<file path="src/rv32if_instruction_decoder_top_macros.svh">
// ----------------------------------------------------------------------------
// rv32if decoder assertion macros
// shared concurrent assertion wrappers for the decoder project
// ----------------------------------------------------------------------------
`ifndef RV32IF_INSTRUCTION_DECODER_TOP_MACROS_SVH
`define RV32IF_INSTRUCTION_DECODER_TOP_MACROS_SVH

// property checked on every rising edge while out of reset
`define RV32IF_ASSERT(label, prop, msg) \
  label: assert property (@(posedge clk) disable iff (!rst_n) (prop)) else $error(msg);

// implication checked on every rising edge while out of reset
`define RV32IF_ASSERT_IMPL(label, pre, post, msg) \
  label: assert property (@(posedge clk) disable iff (!rst_n) (pre) |-> (post)) \
    else $error(msg);

`endif

</file>
<file path="src/rv32if_pkg.sv">
// ----------------------------------------------------------------------------
// rv32if decoder package
// opcode, funct7, operation and format codes shared by the decoder files
// ----------------------------------------------------------------------------
package rv32if_pkg;

  localparam int unsigned INSN_W = 32;

  typedef logic [INSN_W-1:0] insn_t;

  // major opcodes
  localparam logic [6:0] OPC_LUI     = 7'h37;
  localparam logic [6:0] OPC_AUIPC   = 7'h17;
  localparam logic [6:0] OPC_JAL     = 7'h6F;
  localparam logic [6:0] OPC_JALR    = 7'h67;
  localparam logic [6:0] OPC_BRANCH  = 7'h63;
  localparam logic [6:0] OPC_LOAD    = 7'h03;
  localparam logic [6:0] OPC_STORE   = 7'h23;
  localparam logic [6:0] OPC_OP_IMM  = 7'h13;
  localparam logic [6:0] OPC_OP      = 7'h33;
  localparam logic [6:0] OPC_MISCMEM = 7'h0F;
  localparam logic [6:0] OPC_SYSTEM  = 7'h73;
  localparam logic [6:0] OPC_LOAD_FP = 7'h07;
  localparam logic [6:0] OPC_STOR_FP = 7'h27;
  localparam logic [6:0] OPC_MADD    = 7'h43;
  localparam logic [6:0] OPC_MSUB    = 7'h47;
  localparam logic [6:0] OPC_NMSUB   = 7'h4B;
  localparam logic [6:0] OPC_NMADD   = 7'h4F;
  localparam logic [6:0] OPC_OP_FP   = 7'h53;

  // funct7 values
  localparam logic [6:0] F7_BASE    = 7'h00;
  localparam logic [6:0] F7_ALT     = 7'h20;
  localparam logic [6:0] F7_FADD    = 7'h00;
  localparam logic [6:0] F7_FSUB    = 7'h04;
  localparam logic [6:0] F7_FMUL    = 7'h08;
  localparam logic [6:0] F7_FDIV    = 7'h0C;
  localparam logic [6:0] F7_FSQRT   = 7'h2C;
  localparam logic [6:0] F7_FSGNJ   = 7'h10;
  localparam logic [6:0] F7_FMINMAX = 7'h14;
  localparam logic [6:0] F7_FCVT_WS = 7'h60;
  localparam logic [6:0] F7_FMV_XW  = 7'h70;
  localparam logic [6:0] F7_FCMP    = 7'h50;
  localparam logic [6:0] F7_FCVT_SW = 7'h68;
  localparam logic [6:0] F7_FMV_WX  = 7'h78;

  typedef enum logic [6:0] {
    OP_NONE      = 7'd0,
    OP_LUI       = 7'd1,
    OP_AUIPC     = 7'd2,
    OP_JAL       = 7'd3,
    OP_JALR      = 7'd4,
    OP_BEQ       = 7'd5,
    OP_BNE       = 7'd6,
    OP_BLT       = 7'd7,
    OP_BGE       = 7'd8,
    OP_BLTU      = 7'd9,
    OP_BGEU      = 7'd10,
    OP_LB        = 7'd11,
    OP_LH        = 7'd12,
    OP_LW        = 7'd13,
    OP_LBU       = 7'd14,
    OP_LHU       = 7'd15,
    OP_SB        = 7'd16,
    OP_SH        = 7'd17,
    OP_SW        = 7'd18,
    OP_ADDI      = 7'd19,
    OP_SLTI      = 7'd20,
    OP_SLTIU     = 7'd21,
    OP_XORI      = 7'd22,
    OP_ORI       = 7'd23,
    OP_ANDI      = 7'd24,
    OP_SLLI      = 7'd25,
    OP_SRLI      = 7'd26,
    OP_SRAI      = 7'd27,
    OP_ADD       = 7'd28,
    OP_SUB       = 7'd29,
    OP_SLL       = 7'd30,
    OP_SLT       = 7'd31,
    OP_SLTU      = 7'd32,
    OP_XOR       = 7'd33,
    OP_SRL       = 7'd34,
    OP_SRA       = 7'd35,
    OP_OR        = 7'd36,
    OP_AND       = 7'd37,
    OP_FENCE     = 7'd38,
    OP_FENCE_I   = 7'd39,
    OP_ECALL     = 7'd40,
    OP_EBREAK    = 7'd41,
    OP_CSRRW     = 7'd42,
    OP_CSRRS     = 7'd43,
    OP_CSRRC     = 7'd44,
    OP_CSRRWI    = 7'd45,
    OP_CSRRSI    = 7'd46,
    OP_CSRRCI    = 7'd47,
    OP_FLW       = 7'd48,
    OP_FSW       = 7'd49,
    OP_FMADD_S   = 7'd50,
    OP_FMSUB_S   = 7'd51,
    OP_FNMSUB_S  = 7'd52,
    OP_FNMADD_S  = 7'd53,
    OP_FADD_S    = 7'd54,
    OP_FSUB_S    = 7'd55,
    OP_FMUL_S    = 7'd56,
    OP_FDIV_S    = 7'd57,
    OP_FSQRT_S   = 7'd58,
    OP_FSGNJ_S   = 7'd59,
    OP_FSGNJN_S  = 7'd60,
    OP_FSGNJX_S  = 7'd61,
    OP_FMIN_S    = 7'd62,
    OP_FMAX_S    = 7'd63,
    OP_FCVT_W_S  = 7'd64,
    OP_FCVT_WU_S = 7'd65,
    OP_FMV_X_W   = 7'd66,
    OP_FCLASS_S  = 7'd67,
    OP_FLE_S     = 7'd68,
    OP_FLT_S     = 7'd69,
    OP_FEQ_S     = 7'd70,
    OP_FCVT_S_W  = 7'd71,
    OP_FCVT_S_WU = 7'd72,
    OP_FMV_W_X   = 7'd73
  } op_t;

  typedef enum logic [3:0] {
    FMT_NONE = 4'd0,
    FMT_U    = 4'd1,
    FMT_J    = 4'd2,
    FMT_I    = 4'd3,
    FMT_B    = 4'd4,
    FMT_S    = 4'd5,
    FMT_R    = 4'd6,
    FMT_R4   = 4'd7,
    FMT_RF   = 4'd8
  } fmt_t;

  typedef struct packed {
    op_t  op;
    fmt_t fmt;
    logic recognized;
  } dec_res_t;

endpackage

</file>
<file path="src/rv32if_decode.sv">
// ----------------------------------------------------------------------------
// rv32if instruction classifier
// combinational decode of one rv32i/rv32f word into operation and format
// ----------------------------------------------------------------------------
module rv32if_decode (
  input  rv32if_pkg::insn_t    insn,
  output rv32if_pkg::dec_res_t res
);
  import rv32if_pkg::*;

  logic [6:0] opc;
  logic [2:0] f3;
  logic [4:0] rs2;
  logic [6:0] f7;
  op_t        op;
  fmt_t       fmt;

  assign opc = insn[6:0];
  assign f3  = insn[14:12];
  assign rs2 = insn[24:20];
  assign f7  = insn[31:25];

  always_comb begin
    op  = OP_NONE;
    fmt = FMT_NONE;
    case (opc)
      OPC_LUI: begin
        op  = OP_LUI;
        fmt = FMT_U;
      end
      OPC_AUIPC: begin
        op  = OP_AUIPC;
        fmt = FMT_U;
      end
      OPC_JAL: begin
        op  = OP_JAL;
        fmt = FMT_J;
      end
      OPC_JALR: begin
        op  = OP_JALR;
        fmt = FMT_I;
      end
      OPC_BRANCH: begin
        fmt = FMT_B;
        case (f3)
          3'd0:    op = OP_BEQ;
          3'd1:    op = OP_BNE;
          3'd4:    op = OP_BLT;
          3'd5:    op = OP_BGE;
          3'd6:    op = OP_BLTU;
          3'd7:    op = OP_BGEU;
          default: op = OP_NONE;
        endcase
      end
      OPC_LOAD: begin
        fmt = FMT_I;
        case (f3)
          3'd0:    op = OP_LB;
          3'd1:    op = OP_LH;
          3'd2:    op = OP_LW;
          3'd4:    op = OP_LBU;
          3'd5:    op = OP_LHU;
          default: op = OP_NONE;
        endcase
      end
      OPC_STORE: begin
        fmt = FMT_S;
        case (f3)
          3'd0:    op = OP_SB;
          3'd1:    op = OP_SH;
          3'd2:    op = OP_SW;
          default: op = OP_NONE;
        endcase
      end
      OPC_OP_IMM: begin
        fmt = FMT_I;
        case (f3)
          3'd0: op = OP_ADDI;
          3'd1: op = OP_SLLI;
          3'd2: op = OP_SLTI;
          3'd3: op = OP_SLTIU;
          3'd4: op = OP_XORI;
          3'd5: begin
            // right shifts report the register format
            fmt = FMT_R;
            if (f7 == F7_BASE) begin
              op = OP_SRLI;
            end else if (f7 == F7_ALT) begin
              op = OP_SRAI;
            end
          end
          3'd6:    op = OP_ORI;
          3'd7:    op = OP_ANDI;
          default: op = OP_NONE;
        endcase
      end
      OPC_OP: begin
        fmt = FMT_R;
        case (f3)
          3'd0: begin
            if (f7 == F7_BASE) begin
              op = OP_ADD;
            end else if (f7 == F7_ALT) begin
              op = OP_SUB;
            end
          end
          3'd1: op = OP_SLL;
          3'd2: op = OP_SLT;
          3'd3: op = OP_SLTU;
          3'd4: op = OP_XOR;
          3'd5: begin
            if (f7 == F7_BASE) begin
              op = OP_SRL;
            end else if (f7 == F7_ALT) begin
              op = OP_SRA;
            end
          end
          3'd6:    op = OP_OR;
          3'd7:    op = OP_AND;
          default: op = OP_NONE;
        endcase
      end
      OPC_MISCMEM: begin
        fmt = FMT_I;
        case (f3)
          3'd0:    op = OP_FENCE;
          3'd1:    op = OP_FENCE_I;
          default: op = OP_NONE;
        endcase
      end
      OPC_SYSTEM: begin
        fmt = FMT_I;
        case (f3)
          3'd0:    op = insn[20] ? OP_EBREAK : OP_ECALL;
          3'd1:    op = OP_CSRRW;
          3'd2:    op = OP_CSRRS;
          3'd3:    op = OP_CSRRC;
          3'd5:    op = OP_CSRRWI;
          3'd6:    op = OP_CSRRSI;
          3'd7:    op = OP_CSRRCI;
          default: op = OP_NONE;
        endcase
      end
      OPC_LOAD_FP: begin
        fmt = FMT_I;
        if (f3 == 3'd2) begin
          op = OP_FLW;
        end
      end
      OPC_STOR_FP: begin
        fmt = FMT_S;
        if (f3 == 3'd2) begin
          op = OP_FSW;
        end
      end
      // fused multiply-add: only the single-precision format is taken
      OPC_MADD: begin
        fmt = FMT_R4;
        if (f7[1:0] == 2'b00) begin
          op = OP_FMADD_S;
        end
      end
      OPC_MSUB: begin
        fmt = FMT_R4;
        if (f7[1:0] == 2'b00) begin
          op = OP_FMSUB_S;
        end
      end
      OPC_NMSUB: begin
        fmt = FMT_R4;
        if (f7[1:0] == 2'b00) begin
          op = OP_FNMSUB_S;
        end
      end
      OPC_NMADD: begin
        fmt = FMT_R4;
        if (f7[1:0] == 2'b00) begin
          op = OP_FNMADD_S;
        end
      end
      OPC_OP_FP: begin
        fmt = FMT_RF;
        case (f7)
          F7_FADD: op = OP_FADD_S;
          F7_FSUB: op = OP_FSUB_S;
          F7_FMUL: op = OP_FMUL_S;
          F7_FDIV: op = OP_FDIV_S;
          F7_FSQRT: begin
            if (rs2 == 5'd0) begin
              op = OP_FSQRT_S;
            end
          end
          F7_FSGNJ: begin
            fmt = FMT_R;
            case (f3)
              3'd0:    op = OP_FSGNJ_S;
              3'd1:    op = OP_FSGNJN_S;
              3'd2:    op = OP_FSGNJX_S;
              default: op = OP_NONE;
            endcase
          end
          F7_FMINMAX: begin
            case (f3)
              3'd0:    op = OP_FMIN_S;
              3'd1:    op = OP_FMAX_S;
              default: op = OP_NONE;
            endcase
          end
          F7_FCVT_WS: begin
            case (rs2)
              5'd0:    op = OP_FCVT_W_S;
              5'd1:    op = OP_FCVT_WU_S;
              default: op = OP_NONE;
            endcase
          end
          F7_FMV_XW: begin
            fmt = FMT_R;
            if (rs2 == 5'd0) begin
              case (f3)
                3'd0:    op = OP_FMV_X_W;
                3'd1:    op = OP_FCLASS_S;
                default: op = OP_NONE;
              endcase
            end
          end
          F7_FCMP: begin
            fmt = FMT_R;
            case (f3)
              3'd0:    op = OP_FLE_S;
              3'd1:    op = OP_FLT_S;
              3'd2:    op = OP_FEQ_S;
              default: op = OP_NONE;
            endcase
          end
          F7_FCVT_SW: begin
            case (rs2)
              5'd0:    op = OP_FCVT_S_W;
              5'd1:    op = OP_FCVT_S_WU;
              default: op = OP_NONE;
            endcase
          end
          F7_FMV_WX: begin
            fmt = FMT_R;
            if (rs2 == 5'd0 && f3 == 3'd0) begin
              op = OP_FMV_W_X;
            end
          end
          default: op = OP_NONE;
        endcase
      end
      default: begin
        op  = OP_NONE;
        fmt = FMT_NONE;
      end
    endcase
  end

  // an unrecognized word never reports a format
  assign res.op         = op;
  assign res.fmt        = (op == OP_NONE) ? FMT_NONE : fmt;
  assign res.recognized = (op != OP_NONE);

endmodule

</file>
<file path="src/rv32if_instruction_decoder_top.sv">
// a request passes the input register and the result register, in that order, before its result is valid
// throughput: one request per cycle, limited only by the result side stalling
// the input register and the result register form a two-entry pipeline
// reset: synchronous active-low rst_n clears both valid flags; payload is not reset
// ----------------------------------------------------------------------------
// rv32if instruction decoder top
// registered rv32i/rv32f classifier with valid/stall handshakes
// ----------------------------------------------------------------------------
`include "rv32if_instruction_decoder_top_macros.svh"

module rv32if_instruction_decoder_top (
  input  logic              clk,
  input  logic              rst_n,
  input  logic              in_valid,
  output logic              in_stall,
  input  rv32if_pkg::insn_t in_instruction_word,
  output logic              out_valid,
  input  logic              out_stall,
  output logic [6:0]        out_op_code,
  output logic [3:0]        out_format_code,
  output logic              out_recognized
);
  import rv32if_pkg::*;

  logic     s1_v_r;
  logic     s1_v_nxt;
  insn_t    s1_insn_r;
  logic     s2_v_r;
  logic     s2_v_nxt;
  dec_res_t s2_res_r;
  dec_res_t dec_res;
  logic     in_take;
  logic     s2_load;
  logic     out_take;
  logic     out_consistent;

  rv32if_decode u_decode (
    .insn (s1_insn_r),
    .res  (dec_res)
  );

  assign out_take = s2_v_r && !out_stall;
  assign s2_load  = s1_v_r && (!s2_v_r || !out_stall);
  assign in_stall = s1_v_r && !s2_load;
  assign in_take  = in_valid && !in_stall;

  always_comb begin
    s1_v_nxt = s1_v_r;
    if (in_take) begin
      s1_v_nxt = 1'b1;
    end else if (s2_load) begin
      s1_v_nxt = 1'b0;
    end
  end

  always_comb begin
    s2_v_nxt = s2_v_r;
    if (s2_load) begin
      s2_v_nxt = 1'b1;
    end else if (out_take) begin
      s2_v_nxt = 1'b0;
    end
  end

  always_ff @(posedge clk) begin
    if (!rst_n) begin
      s1_v_r <= 1'b0;
      s2_v_r <= 1'b0;
    end else begin
      s1_v_r <= s1_v_nxt;
      s2_v_r <= s2_v_nxt;
    end
  end

  always_ff @(posedge clk) begin
    if (in_take) begin
      s1_insn_r <= in_instruction_word;
    end
    if (s2_load) begin
      s2_res_r <= dec_res;
    end
  end

  assign out_valid       = s2_v_r;
  assign out_op_code     = s2_res_r.op;
  assign out_format_code = s2_res_r.fmt;
  assign out_recognized  = s2_res_r.recognized;

  assign out_consistent = (out_recognized == (out_op_code != OP_NONE)) &&
                          ((out_format_code == FMT_NONE) == !out_recognized);

  // a full pipeline with a stalled result must hold off new requests
  `RV32IF_ASSERT_IMPL(a_full_stalls, s1_v_r && s2_v_r && out_stall, in_stall, "taken while full")
  // an accepted request always lands in the input register
  `RV32IF_ASSERT_IMPL(a_take_fills, in_valid && !in_stall, ##1 s1_v_r, "accepted request lost")
  // a waiting request moves on when the result slot is free
  `RV32IF_ASSERT_IMPL(a_advance, s1_v_r && !s2_v_r, ##1 s2_v_r, "request did not advance")
  // recognized flag and format code agree with the operation code
  `RV32IF_ASSERT(a_rec_consistent, !out_valid || out_consistent, "inconsistent result")

endmodule
</file>
<file path="config.mk">
export PLATFORM = sky130hd
export DESIGN_NAME = rv32if_instruction_decoder_top
export DESIGN_NICKNAME = d
export VERILOG_FILES = /design/src/rv32if_pkg.sv /design/src/rv32if_decode.sv /design/src/rv32if_instruction_decoder_top.sv
export VERILOG_INCLUDE_DIRS = /design/src /design/src/src
export SDC_FILE = /design/constraint.sdc
export NUM_CORES = 1
export LEC_CHECK = 0
export BUFFER_PORTS_ARGS = -buffer_cell sky130_fd_sc_hd__buf_2
export CAP_MARGIN = 15
export CORE_MARGIN = 1.5
export CORE_UTILIZATION = 50
export CTS_CLUSTER_DIAMETER = 60
export DETAILED_ROUTE_END_ITERATION = 8
export GPL_TIMING_DRIVEN = 0
export PLACE_DENSITY = 0.84
export SLEW_MARGIN = 20
export SYNTH_ARGS = -nofsm -noshare
export SYNTH_HDL_FRONTEND = slang
export SYNTH_SLANG_ARGS = --single-unit
</file>
<file path="constraint.sdc">
create_clock -name clk -period 2.4 [get_ports clk]
set_input_delay 0.36 -clock clk [delete_from_list [all_inputs] [get_ports clk]]
set_output_delay 0.36 -clock clk [all_outputs]
set_load 0.02 [all_outputs]
</file>
### Word level (Yosys, flattened, before mapping)

Index checks and enable logic that the tools add are counted.

* logic and storage cells: 105
* input bits: 36
* output and inout port bits: 14
* flip-flop bits (word level): 46

* equality and inequality tests: 38
* reduce and logical (&&, ||, !) cells: 23
* muxes and demuxes: 38

Operators with widths (number)
* $pmux W7 S18: 1
* $pmux W7 S8: 2
* $eq A7 B7 Y1 const B: 14
* $pmux W7 S12: 1
* $pmux W7 S7: 1
* $mux W6: 8
* $eq A7 B6 Y1 const B: 6
* $pmux W7 S2: 3
* $pmux W4 S9: 1
* $mux W7: 5
* $eq A7 B5 Y1 const B: 4
* $pmux W4 S6: 1
* $pmux W6 S2: 2
* $eq A7 B4 Y1 const B: 3
* $pmux W7 S3: 1
* $pmux W4 S5: 1
* $pmux W6 S3: 1
* $pmux W5 S3: 1
* $eq A7 B3 Y1 const B: 2
* $logic_not A7 Y1: 2
* $eq A3 B3 Y1 const B: 4
* $mux W5: 2
* $reduce_or A4 Y1: 2
* $eq A7 B2 Y1 const B: 1
* other kinds (16): 30

### Longest topological paths before layout

* word-level depth: 8
* mapped depth: 9

### By module

A second synthesis with hierarchy kept.

* cells, all modules: 307
* area total of the unflattened synthesis: 2962.8 µm²

By module, submodules not included
* rv32if_decode: sequential area each 0.0 µm², area each 1557.7 µm², cells an instance 255, times used 1
* rv32if_instruction_decoder_top: sequential area each 1361.3 µm², area each 1405.1 µm², cells an instance 52, times used 1

### Worst setup path after synthesis

OpenSTA, ideal clock, no wires.

* path type: flip-flop to flip-flop
* start: register s1_insn_r[27]
* end: register s2_res_r, in the netlist out_format_code[2], data pin
* data required time: 2.123 ns
* stages on the path, launching flop included: 9
* arrival: 2.032 ns
* setup slack: 0.091 ns
* clock period less this slack: 2.309 ns
* path through: edfxtp_1 > buf_2 > a21boi_0 > a211oi_1 > o2111ai_1 > a21oi_1 > or3_1 > nor4_2 > a22oi_2

RTL lines
* from (decl): RTL line rv32if_instruction_decoder_top.sv:27 `insn_t s1_insn_r;`
* from (signal assigned): RTL line rv32if_instruction_decoder_top.sv:77 `s1_insn_r <= in_instruction_word;`
* to (signal assigned): RTL line rv32if_instruction_decoder_top.sv:80 `s2_res_r <= dec_res;`
* to (decl): RTL line rv32if_instruction_decoder_top.sv:30 `dec_res_t s2_res_r;`

==> metrics.md <==
| Metric | Value |
|---|---|
| Area share of the largest cell type after synthesis | 39.3% |
| WL/cell | 17.5 um |
| CTS tree | built |
| Final Setup Violations | 5 |
| Fraction of layout cells with a size suffix above 1 | 40.2% |
| Worst hold slack | 0.237 ns |
| Register bit total from synthesis | 36 |
| Critical path required time | 2.54 ns |
| Placed cell count | 398 |
| Final Hold Viols | 0 |
| Main combinational cell family by area after synthesis | simple AND/OR/NAND/NOR gates |
| Synth unique cells | 60 |
| CP Class | register to register |
| Cell chain of the critical path | buf_2 -> or4b_1 -> nor4_2 -> nor3_1 -> a31oi_1 -> or2_2 -> nor4_4 -> a22oi_2 |
| Async S/R FF share, synth | 0% |
| Gr usage total | 27.6% |
| Post-layout min period | 2.44 ns |
| Setup ws final | -0.0430 ns |
| Pwr dens | 465 nW/um^2 |
| Core area | 5070 sq um |
| P&R area growth vs syn | 32.8% |
| Tcrit/Tclk final | 102% |
| Synth Area in Adders | 0% |
| Slew margin rel. | 32.8% |
| Post-synth EDFFs | 34 |
| H-tree depth | 2 |
| Run status | complete, but fails checks |
| Finished Layout Cells | 428 |
| Largest net degree at the start of global routing | 17 |
| Clk root buf | clkbuf_8 |
| Syn nets | 324 |
| Worst stage delay on the critical path | 0.53 ns |
| Top-level port count | 50 |
| I/O Buffers | 39 |
| Via density | 6.36 |
| Initial drt markers | 421 |
| Core Util, Final | 68.0% |
| Final Max Slew Viols | 0 |
| Row count | 26 |
| Starting Density | 51.2% |
| Setup crit start kind | register |
| Peak Freq | 409 MHz |
| Synth warnings | 0 |
| Mux cell area share after synthesis | 1.20% |
| GPL Wtd Cong | 0.958 |
| Cts hold-fix bufs | 0 |
| Peak VDD IR | 0.000355 V |
| Mean post-synth cell area | 9.03 sq um |
| CTS max path bufs | 2 |
| Share of the yosys chip area belonging to registers | 40.8% |
| CP Data Arrival Time | 2.58 ns |
| Die span in x | 75.1 um |
| First-pass GRT wire length | 11600 um |
| RSZ-0062 raised after global routing | yes |
| Detailed Routing Iterations Pass 1 | 6 |
| Crit path capture type | register |
| Max_cap viols | 0 |
| Compound-Gate Fraction of Synth Area | 22.4% |
| DRC | 0 |
| Clk slew on worst S/H paths | 0.08 ns |
| Die area | 5640 sq um |
| Number of antenna violations at the first check in global routing | 0 |
| Post-route ant nets | 0 |
| Clock skew | 0.00996 ns |
| Routed Wire Length | 7500 um |
| Hold crit path type | input pin to register |
| CP max FO | 10 |
| Yosys top cell by area | edfxtp_1 |
| Simple-gate portion of the synthesized area | 29.6% |
| Layout Nets | 393 |
| Worst-skew pair later-pin latency | 0.29 ns |
| Lkg Pwr | 1.23 nW |
| Vias post-DR | 2723 |
| Xor-xnor portion of the synthesized cell area | 0.337% |
| CTS buffer count | 5 |
| Diodes inserted | 0 |
| CTS sink count | 36 |
| Failing checks | negative setup slack |
| Top FF cell, synth | edfxtp_1 |
| Slew @ Worst Pin | 1.01 ns |
| Vias in the first global route | 2375 |
| Mapped Area | 2600 sq um |
| Synth area leaders | edfxtp_1 39%, a21oi_1 4.4%, nor2_1 3.5%, buf_2 3.3%, nand2b_1 2.9% |
| Die Ht | 75.1 um |
| Commonest non-fill, non-tap cell in the layout | buf_2 |
| Cell count after synthesis | 288 |
| DP HPWL | 4980 um |
| Worst path slowest cell | or4b_1 |
| Commonest non-fill, non-tap cells in the layout | 44 x buf_2, 34 x edfxtp_1, 29 x buf_4 |
| Grt ovf | 0 |
-- flip-flops by register name (all words and copies together), names as in the netlist --
signal,flops
s1_insn_r,22
out_recognized,1
out_op_code,7
out_valid,1
out_format_code,4
s1_v_r,1
-- final timing paths --
| path | startpoint | end | slack, ns | depth (start not counted) |
|---|---|---|---|---|
| max | s1_insn_r[28] | out_format_code[2] | -0.04 | 8 |
| min | in_instruction_word[13] | s1_insn_r[13] | 0.24 | 1 |
| max reg2reg | s1_insn_r[28] | out_format_code[2] | -0.04 | 8 |
| min reg2reg | s1_v_r | out_valid | 0.51 | 2 |
-- report_power, final --
group	leakage, nW	switching [mW]	total, mW	internal, mW
sequential	0.339	0.0198	0.746	0.726
combinational	0.833	0.196	0.327	0.131
clock	0.0541	0.227	0.534	0.307
total	1.23	0.443	1.61	1.16
-- worst max-delay path, delay by kind of cell (launching register included) --
| family | cells | cell delay [ns] |
|---|---|---|
| flops | 1 | 0.38 |
| buf+inv | 1 | 0.19 |
| simple gates | 5 | 1.29 |
| compound gates | 2 | 0.41 |
-- cells by family after synthesis --
kind of cell              Yosys count
muxes                               3
buffers and inverters              32
and+or+nand+nor                   132
xor gates and xnor gates            1
DFF                                36
AOI/OAI and AO/OA                  84
-- cell usage after synthesis (3+ instances only) --
| cell | instances |
|---|---|
| clkbuf_1 | 8 |
| nor3_1 | 11 |
| a32oi_1 | 3 |
| nor2_1 | 24 |
| a31oi_1 | 5 |
| a21oi_1 | 23 |
| nor4_1 | 8 |
| o21ai_0 | 14 |
| nand2b_1 | 12 |
| o311ai_0 | 3 |
| or3_1 | 5 |
| o211ai_1 | 3 |
| or2_2 | 7 |
| buf_2 | 17 |
| nand3_1 | 11 |
| nand2_1 | 16 |
| a211oi_1 | 5 |
| edfxtp_1 | 34 |
| nor2b_1 | 6 |
| inv_1 | 6 |
| o22ai_1 | 4 |
| and3_1 | 3 |
| nand4_1 | 5 |
| or4_1 | 5 |
-- routing by layer --
| metal | global-route usage (%) | up-vias | wire length, um |
|---|---|---|---|
| met4 | 11.3 | 0 | 240 |
| met5 | 0 | - | 0 |
| met3 | 4.42 | 30 | 637 |
| met2 | 44.4 | 194 | 3570 |
| met1 | 37.1 | 1240 | 3050 |
| li1 | - | 1259 | - |
-- layout make-up --
| class | count | area (sq um) |
|---|---|---|
| repair buffers | 65 | 398 |
| well taps | 70 | 87.6 |
| clock inverters | 3 | 42.5 |
| flip-flops and latches | 36 | 1060 |
| fillers | 400 | 1620 |
| clock buffers | 5 | 68.8 |
| multi-input cells | 220 | 1600 |
| plain buffers | 23 | 176 |
| inverters | 6 | 22.5 |
-- what timing repair did --
action                                  in CTS  in global routing
pin swaps                                   17                 16
resized for setup                           47                 28
setup buffers                               17                  8
cloned                                       0                  0
endpoints found under the setup margin       6                  6
-- through the flow --
stage | cell area, sq um | setup TNS (ns) | power (mW) | setup slack (ns)
5_1_grt | 3450 | -1.01 | 1.66 | -0.203
6_report | 3450 | -0.135 | 1.61 | -0.0430
4_1_cts | 3300 | -0.0286 | 1.58 | -0.0212
3_5_place_dp | 2900 | -1.42 | 1.01 | -0.305
2_1_floorplan | 2600 | 0 | 0.930 | 0.0910
3_3_place_gp | 2880 | -3.00 | 1.01 | -0.310
Power figures use the tool's default switching activity.
